### src/hw/rtl/dftbmp_pkg.sv
package dftbmp_pkg;

    // Frame and bin geometry (SAMPLES must be a power of two)
    localparam int BINS    = 32;
    localparam int SAMPLES = 256;
    localparam int ADDR_W  = $clog2(SAMPLES);
    localparam int BIN_W   = 6;

    // Twiddle factors, signed Q2.30
    localparam int TW_W = 32;

    // CORDIC constants, angles as a full turn of 2^32
    localparam int CORDIC_STEPS = 16;
    localparam int CS_W         = $clog2(CORDIC_STEPS);
    localparam logic [31:0] CORDIC_K_Q30 = 32'd652032874;

    // log2(11) in Q20
    localparam logic [21:0] LOG2_11_Q20 = 22'd3627477;

    // Queue between front and back
    localparam int Q_DEPTH = 2;
    localparam int Q_PTR_W = (Q_DEPTH > 1) ? $clog2(Q_DEPTH) : 1;
    localparam int Q_CNT_W = $clog2(Q_DEPTH + 1);

    typedef logic [31:0] t_angle_tab [CORDIC_STEPS];

    localparam t_angle_tab ATAN_TURN32 = '{
        32'h20000000, 32'h12E4051E, 32'h09FB385B, 32'h051111D4,
        32'h028B0D43, 32'h0145D7E1, 32'h00A2F61E, 32'h00517C55,
        32'h0028BE53, 32'h00145F2F, 32'h000A2F98, 32'h000517CC,
        32'h00028BE6, 32'h000145F3, 32'h0000A2FA, 32'h0000517D
    };

    typedef logic signed [TW_W-1:0] t_tw_tab [SAMPLES];

    // One bin's normalized sums, handed from front to back
    typedef struct packed {
        logic [BIN_W-1:0]   bin;
        logic signed [15:0] re;
        logic signed [15:0] im;
        logic               last;
    } t_bin_res;

    typedef struct packed {
        logic empty;
        logic full;
    } t_q_stat;

    typedef enum logic [1:0] {
        FE_LOAD,
        FE_ISSUE,
        FE_DRAIN,
        FE_PUSH
    } t_fe_state;

    typedef enum logic [3:0] {
        BK_IDLE,
        BK_SQ,
        BK_SQRT,
        BK_ATAN,
        BK_GAIN,
        BK_LOGI,
        BK_LOG,
        BK_DIV,
        BK_FIN,
        BK_OUT
    } t_bk_state;

    // Rotation CORDIC of exp(-j*2*pi*n/SAMPLES) for every n, evaluated at elaboration
    function automatic t_tw_tab build_twiddle(input logic want_sin);
        t_tw_tab tab;
        longint  t;
        longint  theta;
        longint  x;
        longint  y;
        longint  z;
        longint  dx;
        longint  dy;
        logic    flip;
        for (int n = 0; n < SAMPLES; n++) begin
            t     = (longint'(n) <<< 32) / SAMPLES;
            theta = ((longint'(1) <<< 32) - t) & 64'hFFFF_FFFF;
            flip  = ((theta + 64'h4000_0000) & 64'h8000_0000) != 0;
            if (flip) begin
                theta = (theta - 64'h8000_0000) & 64'hFFFF_FFFF;
            end
            z = theta;
            if (theta >= 64'h8000_0000) begin
                z = z - (longint'(1) <<< 32);
            end
            x = longint'(CORDIC_K_Q30);
            y = 0;
            for (int i = 0; i < CORDIC_STEPS; i++) begin
                dx = y >>> i;
                dy = x >>> i;
                if (z >= 0) begin
                    x = x - dx;
                    y = y + dy;
                    z = z - longint'(ATAN_TURN32[i]);
                end else begin
                    x = x + dx;
                    y = y - dy;
                    z = z + longint'(ATAN_TURN32[i]);
                end
            end
            if (flip) begin
                x = -x;
                y = -y;
            end
            tab[n] = want_sin ? TW_W'(y) : TW_W'(x);
        end
        return tab;
    endfunction

    localparam t_tw_tab COS_TAB = build_twiddle(1'b0);
    localparam t_tw_tab SIN_TAB = build_twiddle(1'b1);

endpackage

### src/hw/rtl/dftbmp_fifo.sv
module dftbmp_fifo (
    input  logic                  i_clk,
    input  logic                  i_rst_n,
    input  logic                  i_push,
    input  dftbmp_pkg::t_bin_res  i_push_data,
    input  logic                  i_pop,
    output dftbmp_pkg::t_bin_res  o_pop_data,
    output dftbmp_pkg::t_q_stat   o_stat
);

    localparam int PTR_W = dftbmp_pkg::Q_PTR_W;
    localparam int CNT_W = dftbmp_pkg::Q_CNT_W;
    localparam logic [PTR_W-1:0] LAST_PTR = PTR_W'(dftbmp_pkg::Q_DEPTH - 1);
    localparam logic [CNT_W-1:0] FULL_CNT = CNT_W'(dftbmp_pkg::Q_DEPTH);

    dftbmp_pkg::t_bin_res r_slot [dftbmp_pkg::Q_DEPTH];
    logic [PTR_W-1:0] r_wp, r_rp;
    logic [CNT_W-1:0] r_cnt;

    assign o_stat.empty = (r_cnt == '0);
    assign o_stat.full  = (r_cnt == FULL_CNT);
    assign o_pop_data   = r_slot[r_rp];

    // Pointers and fill level
    always_ff @(posedge i_clk) begin
        if (!i_rst_n) begin
            r_wp  <= '0;
            r_rp  <= '0;
            r_cnt <= '0;
        end else begin
            if (i_push) begin
                r_wp <= (r_wp == LAST_PTR) ? '0 : r_wp + 1'b1;
            end
            if (i_pop) begin
                r_rp <= (r_rp == LAST_PTR) ? '0 : r_rp + 1'b1;
            end
            if (i_push && !i_pop) begin
                r_cnt <= r_cnt + 1'b1;
            end else if (!i_push && i_pop) begin
                r_cnt <= r_cnt - 1'b1;
            end
        end
    end

    // Hold slot data
    always_ff @(posedge i_clk) begin
        if (i_push) begin
            r_slot[r_wp] <= i_push_data;
        end
    end

    a_cnt_bound: assert property (@(posedge i_clk) disable iff (!i_rst_n)
        r_cnt <= FULL_CNT)
        else $error("queue fill level out of range");

    a_no_overrun: assert property (@(posedge i_clk) disable iff (!i_rst_n)
        i_push |-> !o_stat.full)
        else $error("push into full queue");

    a_no_underrun: assert property (@(posedge i_clk) disable iff (!i_rst_n)
        i_pop |-> !o_stat.empty)
        else $error("pop from empty queue");

    a_fill_up: assert property (@(posedge i_clk) disable iff (!i_rst_n)
        (i_push && !i_pop) |=> (r_cnt == $past(r_cnt) + 1'b1))
        else $error("fill level did not advance on push");

endmodule

### config.mk
export PLATFORM = sky130hd
export DESIGN_NAME = dftbmp_fifo
export DESIGN_NICKNAME = d
export VERILOG_FILES = /design/src/hw/rtl/dftbmp_pkg.sv /design/src/hw/rtl/dftbmp_fifo.sv
export SDC_FILE = /design/constraint.sdc
export NUM_CORES = 1
export LEC_CHECK = 0
export BUFFER_PORTS_ARGS = -buffer_cell sky130_fd_sc_hd__buf_2
export CAP_MARGIN = 15
export CORE_MARGIN = 2
export CORE_UTILIZATION = 45
export CTS_CLUSTER_DIAMETER = 120
export CTS_CLUSTER_SIZE = 28
export DETAILED_ROUTE_END_ITERATION = 7
export GPL_ROUTABILITY_DRIVEN = 0
export HOLD_SLACK_MARGIN = 0.12
export PLACE_DENSITY_LB_ADDON = 0.12
export SYNTH_ARGS = -nofsm -noshare
export SYNTH_HDL_FRONTEND = slang
export SYNTH_SLANG_ARGS = --single-unit
### constraint.sdc
create_clock -name i_clk -period 3.05 [get_ports i_clk]
set_input_delay 0.1525 -clock i_clk [delete_from_list [all_inputs] [get_ports i_clk]]
set_output_delay 0.1525 -clock i_clk [all_outputs]
set_load 0.005 [all_outputs]
======== Word-level counts from Yosys, hierarchy flattened ========
Memory sizes are Yosys's and may differ from the RTL's. A register that Yosys moved wholly into a read port is not among the register bits.
Index checks and enable logic that the tools add are counted.
operators by class
  $add $sub $neg .......................... 4
  equal/unequal tests ..................... 1
  muxes and demuxes ....................... 8
  reductions and logical operators ........ 6
operator list
  kind                                                                 number
  1-bit two-way mux                                                    6
  2-bit two-way mux                                                    2
  1-bit adder (second input constant)                                  2
  2-bit by 1-bit adder with 2-bit output (second input constant)       1
  2-bit equality test (second input constant)                          1
  1-bit logical AND                                                    2
  1-bit logical NOT                                                    2
  2-bit logical NOT                                                    1
  2-bit nonzero test                                                   1
  2-bit by 1-bit subtractor with 2-bit output (second input constant)  1
storage, ports and cells
  register bits after elaboration ......... 4
  bits in writable memories ............... 78
  input port bits ......................... 43
  output and inout port bits .............. 41
  logic and storage cells ................. 23
  memories kept ........................... 1
memories
  name    depth  width  rd ports  clocked after Yosys merged registers in  wr ports  line               RTL
  r_slot  2      39     1         1                                        1         dftbmp_fifo.sv:16  dftbmp_pkg::t_bin_res r_slot [dftbmp_pkg::Q_DEPTH];

======== Depth between registers and ports, before layout ========
Gate-level depths: netlist of the first run.
  depth in word-level cells ............... 4
  mapped depth ............................ 5
  gate-level depth less buffers ........... 5

======== Worst setup path before layout of the first run ========
Ideal clock, no wire load.
  kind .................................... reg2reg
  start ................................... reg r_wp
  end ..................................... mem r_slot[0][0] (netlist name) (enable)
  library setup time ...................... 441 ps
  arrival ................................. 2082 ps
  data required time ...................... 2609 ps
  setup slack ............................. 527 ps
  cell stages (with the launch flop) ...... 2
  buffers on the path ..................... 0
  clock period less this slack ............ 2523 ps
  path through ............................ dfxtp_1 > nor2b_1
RTL lines
  item                    line               RTL
  from (decl)             dftbmp_fifo.sv:17  logic [PTR_W-1:0] r_wp, r_rp;
  from (signal assigned)  dftbmp_fifo.sv:32  r_wp <= (r_wp == LAST_PTR) ? '0 : r_wp + 1'b1;
  to (decl)               dftbmp_fifo.sv:16
No word-level cell before the write port.

==> results of run 1 <==
[layout make-up]
type / instances / area share (%)
flip-flops and latches: 83 / 58.9
repair buffers: 124 / 20.1
multi-input cells: 55 / 13.6
well taps: 77 / 2.32
clock inverters: 5 / 1.90
inverters: 1 / 0.0905
clock buffers: 10 / 3.08
[metal layers]
layer | share of wire [%] | track usage [%]
met5 | 0 | 0
met4 | 1.6 | 7.79
met3 | 4.5 | 4.04
met2 | 53 | 27.0
met1 | 41 | 17.8
[logic make-up (layout without fill, tap and decap cells)]
group,Yosys count,after routing
compound gates,3,3
fa+ha+maj,1,1
xor+xnor,3,3
mux,39,39
simple gates,9,9
buf+inv,5,140
flops,83,83
[stage by stage]
step | instances | setup WS (ns) | hold WS, ns
finish | 355 | 1.08 | 0.177
global route | 355 | 0.939 | 0.178
CTS | 354 | 1.00 | 0.160
detailed placement | 299 | 1.35 | 0.344
global placement | 299 | 1.40 | 0.340
floorplan | 143 | 0.527 | 0.251
[Yosys cell counts]
| master | number | share of area (%) |
|---|---|---|
| xnor2_1 | 1 | 0.29 |
| buf_4 | 1 | 0.25 |
| xor2_1 | 2 | 0.58 |
| nor2_1 | 1 | 0.12 |
| mux2_2 | 39 | 14 |
| o21a_1 | 1 | 0.25 |
| buf_2 | 2 | 0.33 |
| buf_6 | 1 | 0.37 |
| ha_1 | 1 | 0.41 |
| nor2b_1 | 2 | 0.41 |
| o21ai_0 | 1 | 0.17 |
| a21boi_1 | 1 | 0.25 |
| inv_1 | 1 | 0.12 |
| or3_1 | 1 | 0.21 |
| dfxtp_1 | 5 | 3.3 |
| and2_1 | 4 | 0.83 |
| and2b_2 | 1 | 0.29 |
| edfxtp_1 | 78 | 77 |
[flip-flops by register name, indices dropped and copies added, names as in the netlist, named ones only]
register	cells
r_cnt	2
r_wp	1
r_slot	78
r_rp	1
[critical path: cells and delay by family (launching register included)]
family | cells | cell delay, ns
buffers and inverters | 1 | 0.13
DFF | 1 | 0.93
muxes | 1 | 0.42
[worst max-delay path by stage]
stage                      startpoint                       to  slack [ns]  depth (start not counted)
floorplan           r_wp$_SDFFE_PN0P_   r_slot[0][0]$_DFFE_PP_        0.53                          1
global placement            flip-flop           o_pop_data[21]        1.40                          2
detailed placement  r_wp$_SDFFE_PN0P_  r_slot[0][12]$_DFFE_PP_        1.35                          1
CTS                         flip-flop           o_pop_data[21]        1.00                          2
global route                flip-flop           o_pop_data[34]        0.94                          2
finish                      flip-flop            o_pop_data[9]        1.08                          2
[power groups by stage]
stage	registers, mW	logic, mW	clock network (mW)
after floorplan	1.35	0.130	0
after global placement	1.37	0.208	0
after detailed placement	1.38	0.216	0
after CTS	1.35	0.258	0.841
after global routing	1.36	0.280	0.887
final	1.35	0.257	0.819
==> run summary, run 1 <==
post-synthesis compound-gate area fraction: 0.661%
adder-cell share of the synthesized area: 0.413%
Crit path arrival time: 1.82 ns
Worst VDD drop: 0.338 mV
setup TNS: 0 ns
Clk pwr share: 33.8%
# setup viols final: 0
P_sw: 0.497 mW
post-route ant nets: 0
clk_lat worst skew: 0.34 ns
Netlist cell types: 18
CORE AREA: 6420 µm²
Max-Cap Viols: 0
Clock Pin Slew Worst Setup and Hold Paths: 0.07 ns
initial DRC count: 50
total power: 2.42 mW
Worst Clk Skew: 0.00852 ns
post-CTS setup buffer count: 0
Core Util, Final: 64.6%
Tmin final: 1.97 ns
Synth Area in XOR/XNOR: 0.867%
IO Pins: 84
Worst-Margin Slew: 0.959 ns
Fill cells: 453
Synthesis Warnings: 0
DP HPWL: 3280 µm
Seq/Total Area, Yosys: 80.6%
FF-to-FF Start: r_wp$_SDFFE_PN0P_
max incr delay on CP: 0.93 ns
internal power: 1.93 mW
root buffer cell: clkbuf_8
Crit Path Max Fanout: 39
Register Area: 2440 µm²
layout cell share with drive strength beyond 1: 50.7%
DR WL/cell: 15.4 µm
Starting Density: 47.2%
Die H: 86.0 µm
area occupied by multi-input gates: 563 µm²
max_slew headroom: 36.0%
vias in the first global route: 1869
Finished Cell Area: 4150 µm²
Max Slew Vio Count: 0
Synth Instances: 143
cts hold-fix bufs: 40
Post-DP Area: 3520 µm²
Startpoint Class: flip-flop
# diodes: 0
H-tree depth: 3
Clock Path Buffers: 2
Die Area: 7400 µm²
status: completed
Hold WC Path Type: in2reg
commonest non-fill, non-tap cell in the layout: buf_2
slowest CP cell: dfxtp_2
CP Capture Type: output port
clk sink count: 83
hold path depth: 3
global-route usage over all layers: 15.6%
Final period util: 64.6%
vias per cell: 4.75
CTS tree: yes
sequential power share: 55.6%
Synth-to-Final Area Change: 37.0%
RSZ-0062 raised after global routing: false
Power Dens Cells: 584 nW/µm²
first-pass GRT wire length: 8540 µm
worst hold path startpoint: i_pop
FP Rows: 29
mux cell area share after synthesis: 14.5%
DRC Markers: 0
layout net count: 318
most frequent cells in the layout: buf_2 (83), edfxtp_1 (78), dlygate4sd3_1 (40)
Pleak: 1.59 nW
R2R Path End: r_slot[1][14]$_DFFE_PP_
CP required: 2.90 ns
syn_nets: 187
Mapped Area: 3030 µm²
Switching Share: 20.5%
crit path cell chain: mux2_2 -> buf_2
total congestion overflow: 0
initial antenna violation count: 0
Final Hold Fails: 0
Die W: 86.0 µm
IO Port Bufs: 83
Avg Cell Area, Syn: 21.2 µm²
main combinational cell family by area after synthesis: multiplexers
achievable frequency: 507 MHz
largest net degree at the start of global routing: 41
Setup Crit Path Kind: reg2out
Synth Register Bits: 83
final WL: 5470 µm
R2R setup slack: 1.47 ns
PostCTS Resize Cnt: 0
Vias: 1687
drt pass-1 iters: 4
TritonCTS Buffers: 9
combinational share of power: 10.6%
post-synthesis simple-gate area fraction: 1.86%
Worst Reg2Reg Path Length in Cells: 1
(Power assumes the default switching activity.)
==> run 2: changes to the inputs <==
- clock period: 3.05 -> 2 ns (I/O delays scaled with it)
==> run summary, run 2 (synthesized netlist as in run 1, its figures left out) <==
status: completed
Startpoint Class: flip-flop
global-route usage over all layers: 16.2%
Clock Pin Slew Worst Setup and Hold Paths: 0.08 ns
Crit path arrival time: 1.63 ns
Power Dens Cells: 894 nW/µm²
Setup Crit Path Kind: reg2out
Worst Clk Skew: 0.00655 ns
Final period util: 86.4%
# setup viols final: 0
P_sw: 0.803 mW
DR WL/cell: 15.4 µm
drt pass-1 iters: 3
Die Area: 7400 µm²
IO Pins: 84
max_slew headroom: 76.8%
Pleak: 1.61 nW
Die W: 86.0 µm
max incr delay on CP: 0.54 ns
Clk pwr share: 34.6%
total congestion overflow: 0
final WL: 5560 µm
Hold Slack: 0.128 ns
most frequent cells in the layout: buf_2 (83), edfxtp_1 (78), dlygate4sd3_1 (41)
# diodes: 0
layout cell share with drive strength beyond 1: 51.6%
total power: 3.77 mW
Worst-Margin Slew: 0.348 ns
Largest Register: r_slot
Switching Share: 21.3%
slowest CP cell: dfxtp_2
DRC Markers: 0
post-route ant nets: 0
initial antenna violation count: 0
CORE AREA: 6420 µm²
H-tree depth: 3
largest net degree at the start of global routing: 31
root buffer cell: clkbuf_8
combinational share of power: 11.2%
Vias: 1742
max reg flops: 78
IO Port Bufs: 83
Post-DP Area: 3580 µm²
Worst VDD drop: 0.688 mV
Crit Path Max Fanout: 26
commonest non-fill, non-tap cell in the layout: buf_2
Max Slew Vio Count: 0
CTS tree: yes
layout net count: 322
Synth-to-Final Area Change: 39.0%
Hold WC Path Type: in2reg
clk sink count: 83
initial DRC count: 60
CP required: 1.90 ns
Final Hold Fails: 0
CP Capture Type: output port
internal power: 2.96 mW
Top Registers: r_slot x78, r_cnt x2
Die H: 86.0 µm
TritonCTS Buffers: 9
Clock Path Buffers: 2
achievable frequency: 579 MHz
sequential power share: 54.1%
Finished Cell Area: 4210 µm²
setup TNS: 0 ns
DP HPWL: 3640 µm
FP Rows: 29
RSZ-0062 raised after global routing: false
clk_lat worst skew: 0.34 ns
first-pass GRT wire length: 8960 µm
Max-Cap Viols: 0
crit path cell chain: buf_12 -> mux2_2 -> buf_2
Starting Density: 47.2%
vias in the first global route: 1953
vias per cell: 4.84
Tmin final: 1.73 ns
## run 2: metrics by stage
| step | cells | setup slack, ns | util [%] |
|---|---|---|---|
| floorplan | 143 | 0.228 | - |
| global placement | 303 | 0.650 | 55.7 |
| detailed placement | 303 | 0.629 | 55.7 |
| CTS | 360 | 0.231 | 65.6 |
| global route | 360 | 0.177 | 65.6 |
| finish | 360 | 0.272 | 65.6 |
## run 2: path summary, 6_finish.rpt
| kind | startpoint | endpoint | cells past startpoint | slack (ns) |
|---|---|---|---|---|
| max | flip-flop | o_pop_data[22] | 3 | 0.27 |
| min | i_push | r_wp$_SDFFE_PN0P_ | 3 | 0.13 |
| max reg2reg | r_wp$_SDFFE_PN0P_ | r_slot[1][28]$_DFFE_PP_ | 2 | 0.71 |
| min reg2reg | r_cnt[1]$_SDFFE_PN0P_ | r_cnt[1]$_SDFFE_PN0P_ | 2 | 0.52 |
## run 2: routing by layer
layer,track usage (%),vias up,share of wire [%]
met4,9.38,0,2.7
met3,4.52,13,5.7
met1,18.1,847,39
met5,0,-,0
li1,-,824,-
met2,27.6,58,53
## run 2: power groups by stage
stage	combinational (mW)	sequential [mW]	clock (mW)
3_3_place_gp	0.356	2.07	0
5_1_grt	0.466	2.05	1.40
3_5_place_dp	0.365	2.08	0
6_report	0.424	2.04	1.30
2_1_floorplan	0.199	2.06	0
4_1_cts	0.430	2.04	1.34
## run 2: worst max-delay path: cells and delay by family (launching register included)
| family | cells | cell delay [ns] |
|---|---|---|
| DFF | 1 | 0.54 |
| buffers and inverters | 2 | 0.38 |
| muxes | 1 | 0.36 |
## run 2: area by class of cell
type,instances,area [µm²]
Inverter,1,3.75
Sequential cell,83,2440
Timing Repair Buffer,128,881
Clock buffer,9,124
Multi-Input combinational cell,55,563
Tap cell,77,96.3
Clock inverter,7,100
Fill cell,461,2210
## run 2: timing repair
item | 4_1_cts | 5_1_grt
setup buffers | 0 | 0
resized for setup | 0 | 0
hold endpoints to repair | 83 | 0
hold buffers | 41 | 0
==> run 3: changes to the inputs <==
- BUFFER_PORTS_ARGS: -buffer_cell sky130_fd_sc_hd__buf_2 -> -buffer_cell sky130_fd_sc_hd__buf_4
==> run summary, run 3 (synthesized netlist as in run 1, its figures left out) <==
DR WL/cell: 15.8 µm
first-pass GRT wire length: 8920 µm
DP HPWL: 3540 µm
Register Area: 2440 µm²
IO Port Bufs: 83
# diodes: 0
Die Area: 7400 µm²
Pleak: 1.70 nW
CP Capture Type: output port
initial DRC count: 46
H-tree depth: 3
commonest non-fill, non-tap cell in the layout: buf_4
dpl cells: 303
final WL: 5710 µm
setup TNS: 0 ns
CTS tree: yes
Worst Clk Skew: 0.00769 ns
FP Rows: 29
Fill cells: 432
root buffer cell: clkbuf_8
Largest Register: r_slot
CORE AREA: 6420 µm²
Final Hold Fails: 0
clk sink count: 83
Die H: 86.0 µm
Final period util: 88.1%
Max-Cap Viols: 0
Tmin final: 1.76 ns
Vias: 1695
DRC Markers: 0
Max Slew Vio Count: 0
status: completed
Worst-Margin Slew: 0.366 ns
post-route ant nets: 0
Top Registers: r_slot x78, r_cnt x2
Clock Path Buffers: 2
global-route usage over all layers: 16.1%
layout cell share with drive strength beyond 1: 51.4%
Power Dens Cells: 862 nW/µm²
Crit Path Max Fanout: 26
Setup Crit Path Kind: reg2out
fin cells: 361
Hold WC Path Type: in2reg
TritonCTS Buffers: 9
area occupied by multi-input gates: 563 µm²
Startpoint Class: flip-flop
most frequent cells in the layout: buf_4 (85), edfxtp_1 (78), dlygate4sd3_1 (42)
clk_lat worst skew: 0.34 ns
total congestion overflow: 0
vias per cell: 4.70
Starting Density: 47.2%
# setup viols final: 0
Worst VDD drop: 0.592 mV
achievable frequency: 568 MHz
layout net count: 323
largest net degree at the start of global routing: 27
Synth-to-Final Area Change: 46.0%
IO Pins: 84
max reg flops: 78
PostCTS Resize Cnt: 0
vias in the first global route: 1876
max_slew headroom: 75.6%
Clock Pin Slew Worst Setup and Hold Paths: 0.08 ns
CP required: 1.90 ns
RSZ-0062 raised after global routing: false
Crit path arrival time: 1.66 ns
initial antenna violation count: 0
drt pass-1 iters: 3
Die W: 86.0 µm
## run 3: changes by cell type in the layout (fill, tap and decap cells not counted)
| cell | delta |
|---|---|
| dlygate4sd3_1 | +1 |
| buf_4 | +83 |
| clkinvlp_4 | -3 |
| inv_6 | -1 |
| clkinv_2 | +3 |
| buf_2 | -83 |
| clkinv_4 | +1 |
## run 3: routing by layer
layer | wire (µm) | up-vias | track usage (%)
li1 | - | 826 | -
met1 | 2370 | 802 | 18.6
met2 | 2960 | 55 | 28.0
met3 | 279 | 12 | 4.14
met4 | 97 | 0 | 7.07
met5 | 0 | - | 0
## run 3: repair_timing
action	CTS	global route
hold buffers	42	0
setup buffers	0	0
endpoints found under the hold margin	83	0
## run 3: where the power goes
group / total, mW / internal [mW] / switching [mW]
Sequential: 2.04 / 2.00 / 0.0373
Combinational: 0.504 / 0.322 / 0.182
Clock: 1.27 / 0.701 / 0.568
## run 3: worst paths after layout
| check | startpoint | endpoint | slack, ns | cells after the start |
|---|---|---|---|---|
| worst max-delay path | flip-flop | o_pop_data[33] | 0.24 | 3 |
| worst min register to register | r_cnt[1]$_SDFFE_PN0P_ | r_cnt[1]$_SDFFE_PN0P_ | 0.51 | 2 |
| worst max register to register | r_wp$_SDFFE_PN0P_ | r_wp$_SDFFE_PN0P_ | 0.43 | 4 |
| worst min-delay path | i_push | r_cnt[1]$_SDFFE_PN0P_ | 0.25 | 4 |
## run 3: stage by stage
stage | power (mW) | utilization, % | setup slack (ns) | cell area, µm² | hold WS, ns
CTS | 3.85 | 68.8 | 0.227 | 4420 | 0.244
global placement | 2.50 | 58.9 | 0.639 | 3780 | 0.285
global route | 3.97 | 68.8 | 0.138 | 4420 | 0.278
finish | 3.81 | 68.8 | 0.239 | 4420 | 0.254
detailed placement | 2.52 | 58.9 | 0.604 | 3780 | 0.288
floorplan | 2.26 | - | 0.228 | 3030 | 0.199
## run 3: final cells by class
cell class                 count  area share (%)
clock buffer                   9            2.80
sequential                    83            55.3
tap                           77            2.18
timing repair buffer         129            24.8
inverter                       1          0.0849
clock inverter                 7            2.09
multi-input combinational     55            12.7
## run 3: critical path, stage by stage, from the launching register on
cell	delay [ns]
dfxtp_2	0.56
buf_12	0.24
mux2_2	0.38
buf_4	0.14
